## config.mk

```make
export PLATFORM = sky130hd
export DESIGN_NAME = readout_data_word_classifier_top
export DESIGN_NICKNAME = d
export VERILOG_FILES = /design/src/rdwc_pkg.sv /design/src/rdwc_decode.sv /design/src/readout_data_word_classifier_top.sv
export SDC_FILE = /design/constraint.sdc
export NUM_CORES = 1
export LEC_CHECK = 0
export BUFFER_PORTS_ARGS = -buffer_cell sky130_fd_sc_hd__buf_2
export CAP_MARGIN = 20
export CELL_PAD_IN_SITES_DETAIL_PLACEMENT = 1
export CELL_PAD_IN_SITES_GLOBAL_PLACEMENT = 1
export CORE_ASPECT_RATIO = 0.75
export CORE_UTILIZATION = 42
export CTS_CLUSTER_SIZE = 24
export DETAILED_ROUTE_END_ITERATION = 6
export GPL_ROUTABILITY_DRIVEN = 1
export GPL_TIMING_DRIVEN = 0
export PLACE_DENSITY = 0.76
export SKIP_CTS_REPAIR_TIMING = 1
export SYNTH_ARGS = -nofsm -noshare
export SYNTH_HDL_FRONTEND = slang
export SYNTH_HIERARCHICAL = 1
export SYNTH_SLANG_ARGS = --single-unit
export TNS_END_PERCENT = 20
```

## constraint.sdc

```tcl
create_clock -name clk -period 2.54 [get_ports clk]
set_clock_uncertainty 0.15 [all_clocks]
set_input_delay 0.381 -clock clk [delete_from_list [all_inputs] [get_ports clk]]
set_output_delay 0.381 -clock clk [all_outputs]
set_load 0.1 [all_outputs]
```

## src/rdwc_pkg.sv

```systemverilog
`timescale 1ns / 1ps
`default_nettype none

package rdwc_pkg;

    // Word kinds
    localparam logic [2:0] KIND_BEGIN   = 3'd0;
    localparam logic [2:0] KIND_END     = 3'd1;
    localparam logic [2:0] KIND_GAP     = 3'd2;
    localparam logic [2:0] KIND_DUMMY   = 3'd3;
    localparam logic [2:0] KIND_ERROR   = 3'd4;
    localparam logic [2:0] KIND_HIT     = 3'd5;
    localparam logic [2:0] KIND_INVALID = 3'd6;

    // Error kinds: chip code minus 28
    localparam logic [1:0] ERR_FIFO_NF  = 2'd0;
    localparam logic [1:0] ERR_TIMEOUT  = 2'd1;
    localparam logic [1:0] ERR_TRAILER  = 2'd2;
    localparam logic [1:0] ERR_EVENT    = 2'd3;

    // Special chip codes
    localparam logic [4:0] CHIP_GAP       = 5'd26;
    localparam logic [4:0] CHIP_DUMMY     = 5'd27;
    localparam logic [4:0] CHIP_LAST_ROC  = 5'd25;

    localparam logic [5:0] CHANNEL_LIMIT  = 6'd37;

    typedef struct packed {
        logic [2:0] word_kind;
        logic [5:0] channel_number;
        logic [4:0] chip_number;
        logic [4:0] double_column;
        logic [7:0] pixel_address;
        logic [7:0] low_byte;
        logic [1:0] error_kind;
        logic [5:0] timeout_first_channel;
        logic [4:0] group_bits;
        logic [4:0] error_flags;
        logic [1:0] fsm_status;
        logic [7:0] error_event;
    } result_t;

    // First channel of each timeout group, less one
    function automatic logic [4:0] group_offset(input logic [2:0] idx);
        logic [4:0] off;
        case (idx)
            3'd0:    off = 5'd0;
            3'd1:    off = 5'd4;
            3'd2:    off = 5'd9;
            3'd3:    off = 5'd13;
            3'd4:    off = 5'd18;
            3'd5:    off = 5'd22;
            3'd6:    off = 5'd27;
            3'd7:    off = 5'd31;
            default: off = 5'd0;
        endcase
        return off;
    endfunction

endpackage

`default_nettype wire

```

## src/rdwc_decode.sv

```systemverilog
`timescale 1ns / 1ps
`default_nettype none

module rdwc_decode
(
    input  wire logic [31:0]      word,
    output rdwc_pkg::result_t     result
);

    logic [5:0] chan;
    logic [4:0] chip;
    logic [1:0] ekind;

    assign chan  = word[31:26];
    assign chip  = word[25:21];
    assign ekind = chip[1:0];

    always_comb
    begin
        result                       = '0;
        result.channel_number        = chan;
        result.chip_number           = chip;

        if (word[27:0] == 28'd0)
        begin
            result.word_kind = rdwc_pkg::KIND_BEGIN;
        end
        else if (chip > rdwc_pkg::CHIP_LAST_ROC)
        begin
            if (word == 32'hffff_ffff)
            begin
                result.word_kind = rdwc_pkg::KIND_END;
            end
            else if (chip == rdwc_pkg::CHIP_GAP)
            begin
                result.word_kind = rdwc_pkg::KIND_GAP;
                result.low_byte  = word[7:0];
            end
            else if (chip == rdwc_pkg::CHIP_DUMMY)
            begin
                result.word_kind = rdwc_pkg::KIND_DUMMY;
                result.low_byte  = word[7:0];
            end
            else
            begin
                result.word_kind   = rdwc_pkg::KIND_ERROR;
                result.error_kind  = ekind;
                result.error_event = word[20:13];
                case (ekind)
                    rdwc_pkg::ERR_TIMEOUT:
                    begin
                        result.timeout_first_channel =
                            {1'b0, rdwc_pkg::group_offset(word[10:8])} + 6'd1;
                        result.group_bits = word[4:0];
                    end
                    rdwc_pkg::ERR_EVENT:
                    begin
                        result.low_byte = word[7:0];
                    end
                    rdwc_pkg::ERR_TRAILER:
                    begin
                        result.low_byte       = word[7:0];
                        result.fsm_status     = word[10:9];
                        result.error_flags[0] = word[11];
                        result.error_flags[1] = word[8];
                        result.error_flags[2] = (word[11:8] == 4'd0);
                    end
                    default:
                    begin
                        // FIFO nearly full
                        result.group_bits     = word[4:0];
                        result.error_flags[3] = word[6];
                        result.error_flags[4] = word[7];
                    end
                endcase
            end
        end
        else if (chan != 6'd0 && chan < rdwc_pkg::CHANNEL_LIMIT)
        begin
            result.word_kind     = rdwc_pkg::KIND_HIT;
            result.double_column = word[20:16];
            result.pixel_address = word[15:8];
            result.low_byte      = word[7:0];
        end
        else
        begin
            result.word_kind = rdwc_pkg::KIND_INVALID;
        end
    end

endmodule

`default_nettype wire

```

## src/readout_data_word_classifier_top.sv

```systemverilog
`timescale 1ns / 1ps
`default_nettype none

// Throughput: one item per cycle; busy stays low, an item may start every cycle.
// Path: input word register, field decode, result register strobed by done.
// The receiver cannot stall: each result is shown for exactly one cycle.
// Reset (rst_n low, asynchronous) clears the pipeline valid bits; no result follows.
module readout_data_word_classifier_top
(
    input  wire logic        clk,
    input  wire logic        rst_n,
    input  wire logic        start,
    output logic             busy,
    input  wire logic [31:0] raw_word,
    output logic             done,
    output logic [2:0]       word_kind,
    output logic [5:0]       channel_number,
    output logic [4:0]       chip_number,
    output logic [4:0]       double_column,
    output logic [7:0]       pixel_address,
    output logic [7:0]       low_byte,
    output logic [1:0]       error_kind,
    output logic [5:0]       timeout_first_channel,
    output logic [4:0]       group_bits,
    output logic [4:0]       error_flags,
    output logic [1:0]       fsm_status,
    output logic [7:0]       error_event
);

    logic              in_valid_reg;
    logic [31:0]       word_reg;
    logic              done_reg;
    rdwc_pkg::result_t result_next;
    rdwc_pkg::result_t result_reg;
    logic              accept;

    // Pipeline never backs up, so the port is always open
    assign busy   = 1'b0;
    assign accept = start & ~busy;

    always_ff @(posedge clk or negedge rst_n)
    begin
        if (!rst_n)
        begin
            in_valid_reg <= 1'b0;
            done_reg     <= 1'b0;
        end
        else
        begin
            in_valid_reg <= accept;
            done_reg     <= in_valid_reg;
        end
    end

    always_ff @(posedge clk)
    begin
        if (accept)
        begin
            word_reg <= raw_word;
        end
        if (in_valid_reg)
        begin
            result_reg <= result_next;
        end
    end

    rdwc_decode u_decode
    (
        .word   (word_reg),
        .result (result_next)
    );

    assign done                  = done_reg;
    assign word_kind             = result_reg.word_kind;
    assign channel_number        = result_reg.channel_number;
    assign chip_number           = result_reg.chip_number;
    assign double_column         = result_reg.double_column;
    assign pixel_address         = result_reg.pixel_address;
    assign low_byte              = result_reg.low_byte;
    assign error_kind            = result_reg.error_kind;
    assign timeout_first_channel = result_reg.timeout_first_channel;
    assign group_bits            = result_reg.group_bits;
    assign error_flags           = result_reg.error_flags;
    assign fsm_status            = result_reg.fsm_status;
    assign error_event           = result_reg.error_event;

endmodule

`default_nettype wire

```

==> out/results.ini <==
[synth]
syn_inst = 218
synth-seq-cells = 97
netlist.area_leader.share_pct = 76.9
yosysWarnings = 6
avgSynthCellArea_um2 = 17.0
synth_area_um2 = 3710
seq_area_frac_synth_pct = 78.2
yosys.area.top_type = edfxtp_1
synth_area_leaders = edfxtp_1 (77%), and2_1 (3.5%), buf_4 (2.8%)
synthesis.nets = 254
yosysUniqueCellTypes = 36

[timing]
hold_ws_ps = 70.5
hold_viol = 0
slew_headroom_pct = 48.7
period_minus_slack_ps = 2110
fin_crit_sh_pct = 83.2
grt_setup_unrepaired = false
setup_viol = 0
slew_viol_final = 0
tns_ps = 0
fmax_ghz = 0.473
worstMarginPinSlew_ps = 770
fin_ws_ps = 426

[worst_setup_path]
cp_max_fo = 10
slowest_delay_ps = 540
worstSetupEndpointType = flip-flop
crit_type = flip-flop to flip-flop
cp_top_family = simple AND/OR/NAND/NOR gates
crit_buf_inv = 2
crit_slowest_cell = edfxtp_1
crit_chain = nand4_1 -> nor4_2 -> and3_1 -> buf_4 -> buf_6 -> nor3b_1
crit_arrival_ps = 2030
critPathLaunchType = flip-flop
worstPathRequired_ps = 2450

[clock_tree]
cts_tree = yes
cts.path.max_buffers = 2
cts_sinks = 97
cts_root_buf = clkbuf_16
numCtsBuffers = 9
htree_levels = 3
insertion_delay_ps = 330
clkTransAtPathRegs_ps = 60

[route]
routed_wl_mm = 7.92
viasPerCell = 5.13
route.vias.total = 2261
drtPass1Iterations = 4
routedWlPerCell_um = 17.9
drc = 0
drtAntennaViolNets = 0
drtIter0Drc = 70

[power_and_ir_drop]
p_leak_nw = 1.75
power_density_nw_per_um2 = 887
total_power_mw = 4.11
peakVddDrop_mv = 0.529

[cells_and_area]
fillers = 844
largest_reg_flops = 32
drive_gt1_share_pct = 41.1
final_util_pct = 54.3
num-nets-final = 365
layout-area-overhead-vs-synth_pct = 24.7
final_cells = 441
diodes = 0
regArea_um2 = 2900
multiInputGateArea_um2 = 661
design_area_um2 = 4630

[place]
dpl.hpwl_mm = 5.76
port_buffers = 98
placed_cell_area_um2 = 4360
gp_congestion = 0.713
dp_cells = 425
pre_cts_slack_ps = 440

[min_path]
hold_path_class = primary input to flip-flop

[floorplan]
design.die.area_um2 = 9220
die_h_um = 83.4
rows = 29
initial_core_util_pct = 43.5
core_area_um2 = 8530
io_pins = 100
die_w_um = 111

[job]
cap_violations = 0

[global_routing]
first_global_vias = 2297
gr-total-overflow = 0
grt_max_degree = 44
grt_pass1_wl_mm = 12.5
grt_usage_pct = 17.8
antenna_found_initial = 0

[outcome]
status = completed

[final cells by class]
class                   instances  area share (%)
plain buffers                  20            3.11
clock buffers                   9            4.86
clock inverters                 6           0.784
inverters                       1          0.0811
multi-input cells             100            14.3
flip-flops and latches         97            62.7
well taps                     108            2.92
repair buffers                100            11.2
[power breakdown]
group	internal (mW)	leakage, nW	switching (mW)
combinational	0.148	0.683	0.772
sequential	1.91	0.941	0.0871
clock	0.650	0.122	0.536
[synth_stat cells, drive strengths merged]
cell type and instances:
a211oi 1, a21boi 1, a21oi 3, and2 22, and3 4, buf 17
clkbuf 3, conb 1, dfrtp 2, edfxtp 95, ha 1, inv 1
nand2 4, nand3 6, nand4 7, nand4b 1, nor2 10, nor2b 1
nor3 5, nor3b 11, nor4 7, nor4b 8, o21ai 1, o22a 1
o22ai 1, or4 2, xnor2 1, xor2 1
[path summary, 6_finish.rpt]
check	from	to	slack, ps	cells after the start
min in group asynchronous	rst_n	in_valid_reg	210	2
hold / removal	raw_word[31]	word_reg[31]	70	1
setup reg to reg	word_reg[9]	error_event[3]	430	6
max in group asynchronous	rst_n	in_valid_reg	1920	2
hold reg to reg	word_reg[22]	chip_number[1]	410	1
setup / recovery	word_reg[9]	error_event[3]	430	6
[metal layers]
| layer | GRT usage (%) | wire length (um) | part of all wire, % |
|---|---|---|---|
| met4 | 4.36 | 62 | 0.78 |
| met5 | 0 | 0 | 0 |
| met2 | 28.5 | 3860 | 49 |
| met1 | 24.2 | 3500 | 44 |
| met3 | 5.11 | 494 | 6.2 |
[cell families (layout without fill, tap and decap cells)]
group,count (synthesis),count (layout),share of synthesized area (%)
compound gates,8,8,1.35
simple gates,88,88,15.5
other cells,1,1,0.101
flops,97,97,78.2
fa+ha+maj,1,1,0.337
xor+xnor,2,2,0.472
buf+inv,21,136,3.98
[worst reg2reg max path, delay by kind of cell, from the launching register on]
kind                   cells  cell delay [ps]
flip-flops                 1              540
buffers and inverters      2              340
AND/OR/NAND/NOR            4              820
[layout by cell type (no fill, tap or decap), drive strengths merged, types with 2 or more instances in the layout]
cell type / n
buf: 116
edfxtp: 95
and2: 22
clkbuf: 12
nor3b: 11
nor2: 10
nor4b: 8
nand4: 7
nor4: 7
nand3: 6
nor3: 5
nand2: 4
and3: 4
clkinv: 4
a21oi: 3
clkinvlp: 2
dfrtp: 2
or4: 2
(Power assumes the default switching activity.)
